[src/rtl/kelt_pkg.sv]
// Shared definitions for the key edge layout scan-code translator.
// Holds key-space constants, the Latin and Cyrillic scan-code tables and the
// event record passed from the key tracker to the top level. No dependencies.
package kelt_pkg;

   localparam int KEY_COUNT = 256;
   localparam int HOST_KEY_W = 8;
   localparam int CODE_W = 7;
   localparam int STATE_W = 2;   // {held, latched_latin}

   localparam logic [CODE_W-1:0] NO_CODE = '0;

   typedef struct packed {
      logic              valid;    // stage holds a beat
      logic              emit;     // beat produces a result
      logic [CODE_W-1:0] code;
      logic              pressed;
   } evt_type;

   function automatic logic [CODE_W-1:0] latin_code(input logic [HOST_KEY_W-1:0] key);
      logic [CODE_W-1:0] c;
      case (key)
         8'h08: c = 7'o132;  8'h09: c = 7'o026;  8'h0D: c = 7'o153;  8'h0E: c = 7'o166;
         8'h10: c = 7'o105;  8'h14: c = 7'o107;  8'h1B: c = 7'o006;
         8'h20: c = 7'o113;  8'h21: c = 7'o004;  8'h22: c = 7'o151;  8'h23: c = 7'o152;
         8'h24: c = 7'o155;  8'h25: c = 7'o116;  8'h26: c = 7'o154;  8'h27: c = 7'o133;
         8'h28: c = 7'o134;  8'h2D: c = 7'o171;  8'h2E: c = 7'o172;
         8'h30: c = 7'o176;  8'h31: c = 7'o030;  8'h32: c = 7'o031;  8'h33: c = 7'o032;
         8'h34: c = 7'o013;  8'h35: c = 7'o034;  8'h36: c = 7'o035;  8'h37: c = 7'o016;
         8'h38: c = 7'o017;  8'h39: c = 7'o177;
         8'h41: c = 7'o072;  8'h42: c = 7'o076;  8'h43: c = 7'o050;  8'h44: c = 7'o057;
         8'h45: c = 7'o033;  8'h46: c = 7'o047;  8'h47: c = 7'o055;  8'h48: c = 7'o156;
         8'h49: c = 7'o073;  8'h4A: c = 7'o027;  8'h4B: c = 7'o052;  8'h4C: c = 7'o056;
         8'h4D: c = 7'o112;  8'h4E: c = 7'o054;  8'h4F: c = 7'o075;
         8'h50: c = 7'o053;  8'h51: c = 7'o067;  8'h52: c = 7'o074;  8'h53: c = 7'o111;
         8'h54: c = 7'o114;  8'h55: c = 7'o051;  8'h56: c = 7'o137;  8'h57: c = 7'o071;
         8'h58: c = 7'o115;  8'h59: c = 7'o070;  8'h5A: c = 7'o157;  8'h5D: c = 7'o106;
         8'h60: c = 7'o126;  8'h61: c = 7'o127;  8'h62: c = 7'o147;  8'h63: c = 7'o167;
         8'h64: c = 7'o130;  8'h65: c = 7'o150;  8'h66: c = 7'o170;  8'h67: c = 7'o125;
         8'h68: c = 7'o145;  8'h69: c = 7'o165;  8'h6A: c = 7'o025;  8'h6D: c = 7'o005;
         8'h6E: c = 7'o146;  8'h6F: c = 7'o131;
         8'h70: c = 7'o010;  8'h71: c = 7'o011;  8'h72: c = 7'o012;  8'h73: c = 7'o014;
         8'h74: c = 7'o015;  8'h75: c = 7'o172;  8'h76: c = 7'o152;  8'h77: c = 7'o151;
         8'h78: c = 7'o171;  8'h7A: c = 7'o004;  8'h7B: c = 7'o155;
         8'hA2: c = 7'o046;  8'hA3: c = 7'o066;
         8'hBA: c = 7'o174;  8'hBB: c = 7'o110;  8'hBC: c = 7'o117;  8'hBD: c = 7'o175;
         8'hBE: c = 7'o135;  8'hBF: c = 7'o173;
         8'hC0: c = 7'o007;
         8'hDB: c = 7'o036;  8'hDC: c = 7'o136;  8'hDD: c = 7'o037;  8'hDE: c = 7'o077;
         default: c = NO_CODE;
      endcase
      return c;
   endfunction

   function automatic logic [CODE_W-1:0] cyrillic_code(input logic [HOST_KEY_W-1:0] key);
      logic [CODE_W-1:0] c;
      case (key)
         8'h08: c = 7'o132;  8'h09: c = 7'o026;  8'h0D: c = 7'o153;  8'h0E: c = 7'o166;
         8'h10: c = 7'o105;  8'h14: c = 7'o107;  8'h1B: c = 7'o006;
         8'h20: c = 7'o113;  8'h21: c = 7'o004;  8'h22: c = 7'o151;  8'h23: c = 7'o152;
         8'h24: c = 7'o174;  8'h25: c = 7'o116;  8'h26: c = 7'o154;  8'h27: c = 7'o133;
         8'h28: c = 7'o134;  8'h2D: c = 7'o171;  8'h2E: c = 7'o172;
         8'h30: c = 7'o176;  8'h31: c = 7'o030;  8'h32: c = 7'o031;  8'h33: c = 7'o032;
         8'h34: c = 7'o013;  8'h35: c = 7'o034;  8'h36: c = 7'o035;  8'h37: c = 7'o016;
         8'h38: c = 7'o017;  8'h39: c = 7'o177;
         8'h41: c = 7'o047;  8'h42: c = 7'o073;  8'h43: c = 7'o111;  8'h44: c = 7'o071;
         8'h45: c = 7'o051;  8'h46: c = 7'o072;  8'h47: c = 7'o053;  8'h48: c = 7'o074;
         8'h49: c = 7'o036;  8'h4A: c = 7'o075;  8'h4B: c = 7'o056;  8'h4C: c = 7'o057;
         8'h4D: c = 7'o115;  8'h4E: c = 7'o114;  8'h4F: c = 7'o037;
         8'h50: c = 7'o157;  8'h51: c = 7'o027;  8'h52: c = 7'o052;  8'h53: c = 7'o070;
         8'h54: c = 7'o033;  8'h55: c = 7'o055;  8'h56: c = 7'o112;  8'h57: c = 7'o050;
         8'h58: c = 7'o110;  8'h59: c = 7'o054;  8'h5A: c = 7'o067;  8'h5D: c = 7'o106;
         8'h60: c = 7'o126;  8'h61: c = 7'o127;  8'h62: c = 7'o147;  8'h63: c = 7'o167;
         8'h64: c = 7'o130;  8'h65: c = 7'o150;  8'h66: c = 7'o170;  8'h67: c = 7'o125;
         8'h68: c = 7'o145;  8'h69: c = 7'o165;  8'h6A: c = 7'o025;  8'h6D: c = 7'o005;
         8'h6E: c = 7'o146;  8'h6F: c = 7'o131;
         8'h70: c = 7'o010;  8'h71: c = 7'o011;  8'h72: c = 7'o012;  8'h73: c = 7'o014;
         8'h74: c = 7'o015;  8'h75: c = 7'o172;  8'h76: c = 7'o152;  8'h77: c = 7'o151;
         8'h78: c = 7'o171;  8'h7A: c = 7'o004;  8'h7B: c = 7'o174;
         8'hA2: c = 7'o046;  8'hA3: c = 7'o066;
         8'hBA: c = 7'o137;  8'hBB: c = 7'o117;  8'hBC: c = 7'o076;  8'hBD: c = 7'o175;
         8'hBE: c = 7'o077;  8'hBF: c = 7'o173;
         8'hC0: c = 7'o007;
         8'hDB: c = 7'o156;  8'hDC: c = 7'o135;  8'hDD: c = 7'o155;  8'hDE: c = 7'o136;
         default: c = NO_CODE;
      endcase
      return c;
   endfunction

endpackage

[src/rtl/kelt_ram.sv]
// Generic single-write, single-read synchronous RAM with registered read data.
// No dependencies.
module kelt_ram #(
   parameter int WIDTH = 2,
   parameter int DEPTH = 256
) (
   input  logic                     clock,
   input  logic                     wr_en,
   input  logic [$clog2(DEPTH)-1:0] wr_addr,
   input  logic [WIDTH-1:0]         wr_data,
   input  logic                     rd_en,
   input  logic [$clog2(DEPTH)-1:0] rd_addr,
   output logic [WIDTH-1:0]         rd_data
);

   logic [WIDTH-1:0] mem [DEPTH];
   logic [WIDTH-1:0] rd_data_ff;

   always_ff @(posedge clock) begin
      if (wr_en) begin
         mem[wr_addr] <= wr_data;
      end
      if (rd_en) begin
         rd_data_ff <= mem[rd_addr];
      end
   end

   assign rd_data = rd_data_ff;

endmodule

[src/rtl/kelt_key_tracker.sv]
// Per-key state tracker: held/latched-layout memory, valid bits, write-to-read
// forwarding and the translation decision. Uses kelt_pkg and kelt_ram.
module kelt_key_tracker #(
   parameter int KEY_COUNT = kelt_pkg::KEY_COUNT
) (
   input  logic                              clock,
   input  logic                              reset,
   input  logic                              in_load,
   input  logic [kelt_pkg::HOST_KEY_W-1:0]   in_key,
   input  logic                              in_down,
   input  logic                              in_latin,
   input  logic                              advance,
   output kelt_pkg::evt_type                 evt
);

   localparam int KEY_W = $clog2(KEY_COUNT);
   localparam int HW = kelt_pkg::HOST_KEY_W;
   localparam int SW = kelt_pkg::STATE_W;

   logic in_range;
   logic rd_en;
   logic [SW-1:0] rd_data;

   // stage 1 registers
   logic          s1_valid_ff, s1_valid_in;
   logic [HW-1:0] s1_key_ff;
   logic          s1_down_ff;
   logic          s1_latin_ff;
   logic          s1_range_ff;
   logic          s1_vld_ff;

   logic [KEY_COUNT-1:0] vld_ff, vld_in;

   logic             fwd_valid_ff, fwd_valid_in;
   logic [KEY_W-1:0] fwd_addr_ff;
   logic [SW-1:0]    fwd_data_ff;

   logic [KEY_W-1:0] s1_addr;
   logic [SW-1:0]    cur_state;
   logic [SW-1:0]    new_state;
   logic             held;
   logic             changed;
   logic             use_latin;
   logic             wr_en;
   logic [kelt_pkg::CODE_W-1:0] code;

   assign in_range = ({1'b0, in_key} < (HW+1)'(KEY_COUNT));
   assign rd_en    = in_load && in_range;
   assign s1_addr  = s1_key_ff[KEY_W-1:0];

   kelt_ram #(
      .WIDTH (SW),
      .DEPTH (KEY_COUNT)
   ) u_state_ram (
      .clock   (clock),
      .wr_en   (wr_en),
      .wr_addr (s1_addr),
      .wr_data (new_state),
      .rd_en   (rd_en),
      .rd_addr (in_key[KEY_W-1:0]),
      .rd_data (rd_data)
   );

   // Forwarded entry is the most recent write, so a match is always current.
   always_comb begin
      if (fwd_valid_ff && (fwd_addr_ff == s1_addr)) begin
         cur_state = fwd_data_ff;
      end else if (s1_vld_ff) begin
         cur_state = rd_data;
      end else begin
         cur_state = '0;
      end
      held      = cur_state[1];
      changed   = s1_range_ff && (s1_down_ff != held);
      use_latin = held ? cur_state[0] : s1_latin_ff;
      new_state = s1_down_ff ? {1'b1, s1_latin_ff} : '0;
      code      = use_latin ? kelt_pkg::latin_code(s1_key_ff)
                            : kelt_pkg::cyrillic_code(s1_key_ff);
      wr_en     = s1_valid_ff && advance && changed;
   end

   always_comb begin
      s1_valid_in = s1_valid_ff;
      if (in_load) begin
         s1_valid_in = 1'b1;
      end else if (advance) begin
         s1_valid_in = 1'b0;
      end
      vld_in = vld_ff;
      if (wr_en) begin
         vld_in[s1_addr] = 1'b1;
      end
      fwd_valid_in = fwd_valid_ff || wr_en;
   end

   always_ff @(posedge clock) begin
      if (reset) begin
         s1_valid_ff  <= 1'b0;
         vld_ff       <= '0;
         fwd_valid_ff <= 1'b0;
      end else begin
         s1_valid_ff  <= s1_valid_in;
         vld_ff       <= vld_in;
         fwd_valid_ff <= fwd_valid_in;
      end
   end

   always_ff @(posedge clock) begin
      if (in_load) begin
         s1_key_ff   <= in_key;
         s1_down_ff  <= in_down;
         s1_latin_ff <= in_latin;
         s1_range_ff <= in_range;
         s1_vld_ff   <= in_range ? vld_ff[in_key[KEY_W-1:0]] : 1'b0;
      end
      if (wr_en) begin
         fwd_addr_ff <= s1_addr;
         fwd_data_ff <= new_state;
      end
   end

   assign evt.valid   = s1_valid_ff;
   assign evt.emit    = changed && (code != kelt_pkg::NO_CODE);
   assign evt.code    = code;
   assign evt.pressed = s1_down_ff;

endmodule

[src/rtl/key_edge_layout_scancode_translator.sv]
// Key edge layout scan-code translator, top level.
// Depends on kelt_pkg, kelt_key_tracker and kelt_ram.
//
// Usage:
//   req_ channel: one host key report per beat (host_key, host_down,
//   layout_latin). rsp_ channel: zero or one translated event per report
//   (target_code, target_pressed). Reports that do not change a key's held
//   state, keys at or above KEY_COUNT and keys with no table entry give no
//   result beat.
//   A result reaches rsp_ after the state memory read at the accepting edge
//   and the output register; a stall can hold it in between. Throughput:
//   one report per cycle while the output does not stall. Per-key state
//   sits in a 2-bit wide, KEY_COUNT deep memory updated read-modify-write;
//   a write to the key read in the previous cycle is forwarded, so
//   back-to-back reports to the same key need no stall.
//   Reset: all keys read as released with Cyrillic latched (all per-key valid
//   bits are cleared by reset); req_ready is low while reset is high and
//   reports are taken as soon as it falls, with no clearing pass.
//   Stall: when rsp_ready is low and the output register is full, the
//   translate stage holds; req_ready drops only once that stage is also full.
module key_edge_layout_scancode_translator #(
   parameter int KEY_COUNT = kelt_pkg::KEY_COUNT
) (
   input  logic                              clock,
   input  logic                              reset,
   input  logic                              req_valid,
   output logic                              req_ready,
   input  logic [kelt_pkg::HOST_KEY_W-1:0]   req_host_key,
   input  logic                              req_host_down,
   input  logic                              req_layout_latin,
   output logic                              rsp_valid,
   input  logic                              rsp_ready,
   output logic [kelt_pkg::CODE_W-1:0]       rsp_target_code,
   output logic                              rsp_target_pressed
);

   kelt_pkg::evt_type evt;
   logic in_load;
   logic advance;

   logic                        rsp_valid_ff, rsp_valid_in;
   logic [kelt_pkg::CODE_W-1:0] rsp_code_ff;
   logic                        rsp_pressed_ff;

   assign advance   = evt.valid && (!rsp_valid_ff || rsp_ready);
   assign req_ready = !reset && (!evt.valid || advance);
   assign in_load   = req_valid && req_ready;

   kelt_key_tracker #(
      .KEY_COUNT (KEY_COUNT)
   ) u_tracker (
      .clock    (clock),
      .reset    (reset),
      .in_load  (in_load),
      .in_key   (req_host_key),
      .in_down  (req_host_down),
      .in_latin (req_layout_latin),
      .advance  (advance),
      .evt      (evt)
   );

   always_comb begin
      rsp_valid_in = rsp_valid_ff && !rsp_ready;
      if (advance && evt.emit) begin
         rsp_valid_in = 1'b1;
      end
   end

   always_ff @(posedge clock) begin
      if (reset) begin
         rsp_valid_ff <= 1'b0;
      end else begin
         rsp_valid_ff <= rsp_valid_in;
      end
   end

   always_ff @(posedge clock) begin
      if (advance && evt.emit) begin
         rsp_code_ff    <= evt.code;
         rsp_pressed_ff <= evt.pressed;
      end
   end

   assign rsp_valid          = rsp_valid_ff;
   assign rsp_target_code    = rsp_code_ff;
   assign rsp_target_pressed = rsp_pressed_ff;

endmodule

[config.mk]
export PLATFORM = sky130hd
export DESIGN_NAME = key_edge_layout_scancode_translator
export DESIGN_NICKNAME = d
export VERILOG_FILES = /design/src/rtl/kelt_pkg.sv /design/src/rtl/kelt_ram.sv /design/src/rtl/kelt_key_tracker.sv /design/src/rtl/key_edge_layout_scancode_translator.sv
export SDC_FILE = /design/constraint.sdc
export NUM_CORES = 1
export LEC_CHECK = 0
export BUFFER_PORTS_ARGS = -buffer_cell sky130_fd_sc_hd__buf_4
export CAP_MARGIN = 20
export CELL_PAD_IN_SITES_DETAIL_PLACEMENT = 0
export CELL_PAD_IN_SITES_GLOBAL_PLACEMENT = 1
export CORE_ASPECT_RATIO = 1.1
export CORE_MARGIN = 5
export CORE_UTILIZATION = 45
export CTS_BUF_LIST = sky130_fd_sc_hd__clkbuf_8
export CTS_CLUSTER_DIAMETER = 120
export DETAILED_ROUTE_END_ITERATION = 6
export PLACE_DENSITY = 0.79
export REMOVE_ABC_BUFFERS = 1
export SETUP_SLACK_MARGIN = 0.15
export SLEW_MARGIN = 20
export SYNTH_ARGS = -nofsm -noshare
export SYNTH_HDL_FRONTEND = slang
export SYNTH_SLANG_ARGS = --single-unit
[constraint.sdc]
create_clock -name clock -period 9 [get_ports clock]
set_input_delay 0.45 -clock clock [delete_from_list [all_inputs] [get_ports clock]]
set_output_delay 0.45 -clock clock [all_outputs]
set_load 0.005 [all_outputs]
==> summary.txt <==
Clock network
  • Total CTS buffers: 135
  • Root Buffer: clkbuf_8
  • CTS tree: built
  • # hold bufs at CTS: 10
  • Post-cts resize count: 0
  • Max Root-Sink Buffers: 3
  • Clk pin slew, worst setup/hold paths: 0.08 ns
  • H-Tree Depth: 4
  • Clock latency on the worst-skew pair: 0.80 ns
  • # clock sinks: 816
  • Post-CTS Setup Inserts: 0

Routing
  • Post-route ant nets: 0
  • Detailed Route Iter0 Violations: 2501
  • WL/cell: 24.0 um
  • DRC: 0
  • Via-per-instance ratio: 6.07
  • TritonRoute pass-1 iters: 6
  • Total Wirelength: 92.5 mm
  • Total number of vias: 23374

Setup path
  • Worst EP arrival: 5.07 ns
  • Crit path capture type: flop
  • Most used cell, CP: a21oi_1
  • Worst r2r src: rsp_valid
  • CP max stage cell: nor2b_1
  • Crit path from: req_valid
  • Critical path type: input port to flop
  • Crit-path max FO: 16
  • Crit path buf inv count: 3
  • Critical Path RT: 9.74 ns
  • Worst path max stage delay: 0.70 ns
  • Startpoint Class: input port
  • Delay-heaviest family, CP: compound AO/OA/AOI/OAI gates
  • CP cell instances: dlygate4sd3_1, buf_4, nor2b_1, a21boi_0, or2_2, inv_1, ha_1, o21ai_0, a21oi_1, a221oi_1, a211o_1, a21oi_1

Yosys
  • Post-Syn Area: 35200 um2
  • Top_reg_cell synth: edfxtp_1
  • Commonest cells in the synthesized netlist: edfxtp_1 (543), nor2_1 (283), dfxtp_1 (273)
  • Register area share after synthesis: 61.8%
  • Syn Inst Count: 2742
  • Post-synth EDFFs: 543
  • Syn Area/Cell: 12.8 um2
  • Synthesis-stage register bit count: 816
  • Netlist cell types: 77
  • Synth area leaders: edfxtp_1 (46%), dfxtp_1 (16%), mux4_2 (12%)
  • Cell with the most instances after synthesis: edfxtp_1
  • Share of synthesized registers carrying an async set or reset: 0%
  • Synth warn: 0
  • Largest area contributor in the netlist: edfxtp_1
  • Top cell type's share of synthesized area: 46.3%

Floorplanning
  • Initial Util: 45.4%
  • Die area: 84000 um2
  • Chip Height: 303 um
  • Die X-Extent: 277 um
  • Top Ports: 24
  • Core Box Area: 77500 um2
  • Row Count: 107

Flow run
  • Max-cap violations: 0

Global routing
  • GRT Residual Overflow: 0
  • Pin count of the biggest net entering global routing: 133
  • Vias in the first global route: 24197
  • First-pass GRT wire length: 141 mm
  • Initial antenna violation count: 1
  • Overall routing resource usage: 21.6%

Placed design
  • Post-Place Cells: 3605
  • Port buffer count: 23
  • Gpl congestion: 0.956
  • Dpl hpwl: 54.7 mm
  • Post-DP Area: 36100 um2

STA
  • Max-slew violations: 0
  • Max-slew headroom at the worst pin: 22.9%
  • Period Utilization, post-route: 48.2%
  • Final Hold Viols: 0
  • Least-Margin Pin Slew: 1.15 ns
  • Setup violations, final: 0
  • RSZ-0062 raised after global routing: false
  • Min Hold Slack: 0.287 ns
  • FMAX: 231 MHz
  • TNS Setup: 0 ns
  • Period minus WS final: 4.33 ns
  • Final setup skew: 0.0454 ns

Layout
  • Area delta synth->final: 10.3%
  • Finished Cell Area: 38800 um2
  • Non-Filler Instances: 3850
  • Antenna Cells: 0
  • Layout cell share with drive strength beyond 1: 17.0%
  • Nets: 2748

Pwr
  • Static Leak: 12.1 nW
  • Worst vdd ir: 0.130 mV
  • Pwr/cell area: 196 nW/um2

Worst hold path
  • Hold Crit Start: reset
  • Hold crit path type: input port to flop

Outcome
  • Status: finished clean
path summary, 6_finish.rpt:
path	to	slack (ns)	cells after the start
worst min-delay path	u_tracker.vld_ff[5]	0.29	2
worst max-delay path	flop	4.67	12
worst max register to register	flop	4.71	10
worst min register to register	u_tracker.vld_ff[228]	0.47	2
state kept, by name (all words and copies together), names as in the netlist, named ones only:
| name | cells |
|---|---|
| u_tracker.u_state_ram.mem | 512 |
| u_tracker.vld_ff | 256 |
| u_tracker.fwd_addr_ff | 8 |
| u_tracker.s1_addr | 8 |
| rsp_target_code | 7 |
| u_tracker.fwd_data_ff | 2 |
| u_tracker.u_state_ram.rd_data | 2 |
| rsp_target_pressed | 1 |
| rsp_valid | 1 |
| u_tracker.fwd_valid_ff | 1 |
| u_tracker.s1_down_ff | 1 |
| u_tracker.s1_latin_ff | 1 |
| u_tracker.s1_valid_ff | 1 |
| u_tracker.s1_vld_ff | 1 |
cells in the final DEF, fill, tap and decap left out, drive strengths merged, types with 56 or more instances in the layout:
cell and instances:
o22ai 269, mux4 192, nand2 139, inv 324
o21ai 57, a22oi 66, clkbuf 151, nor2 294
buf 56, edfxtp 543, dfxtp 273, a21oi 58
where the power goes:
part	internal, W	leakage [nW]	switching, W	total (W)
Combinational	0.000169	3.52	0.000344	0.000513
Sequential	0.00400	7.15	0.0000199	0.00402
Clock	0.00158	1.47	0.00151	0.00309
Total	0.00575	12.1	0.00187	0.00762
through the flow:
step / worst slack [ns] / power [W] / utilization, %
6_report: 4.67 / 0.00762 / 50.1
5_1_grt: 4.48 / 0.00789 / 50.1
4_1_cts: 4.67 / 0.00767 / 50.0
3_5_place_dp: 4.33 / 0.00460 / 46.6
3_3_place_gp: 4.41 / 0.00459 / 46.6
2_1_floorplan: 1.26 / 0.00437 / -
per-layer routing:
layer | global-route usage (%) | part of all wire (%)
met1 | 27.8 | 40
met2 | 36.3 | 49
met3 | 4.59 | 8.0
met4 | 8.51 | 3.5
met5 | 0 | 0
area by class of cell:
class / instances / area, um2
inverters: 270 / 1010
clock inverters: 82 / 505
well taps: 1035 / 1290
repair buffers: 68 / 622
flip-flops and latches: 816 / 21800
clock buffers: 149 / 2050
multi-input cells: 1430 / 11600
fillers: 6601 / 38700
cell families after synthesis:
kind of cell	count (synthesis)	share of synthesized area, %
adders and majority gates	13	0.462
muxes	209	12.8
xor gates and xnor gates	11	0.274
and+or+nand+nor	581	7.36
DFF	816	61.8
buffers and inverters	496	5.49
AOI/OAI and AO/OA	616	11.8
Note: power is estimated with default switching activity, not from simulation.
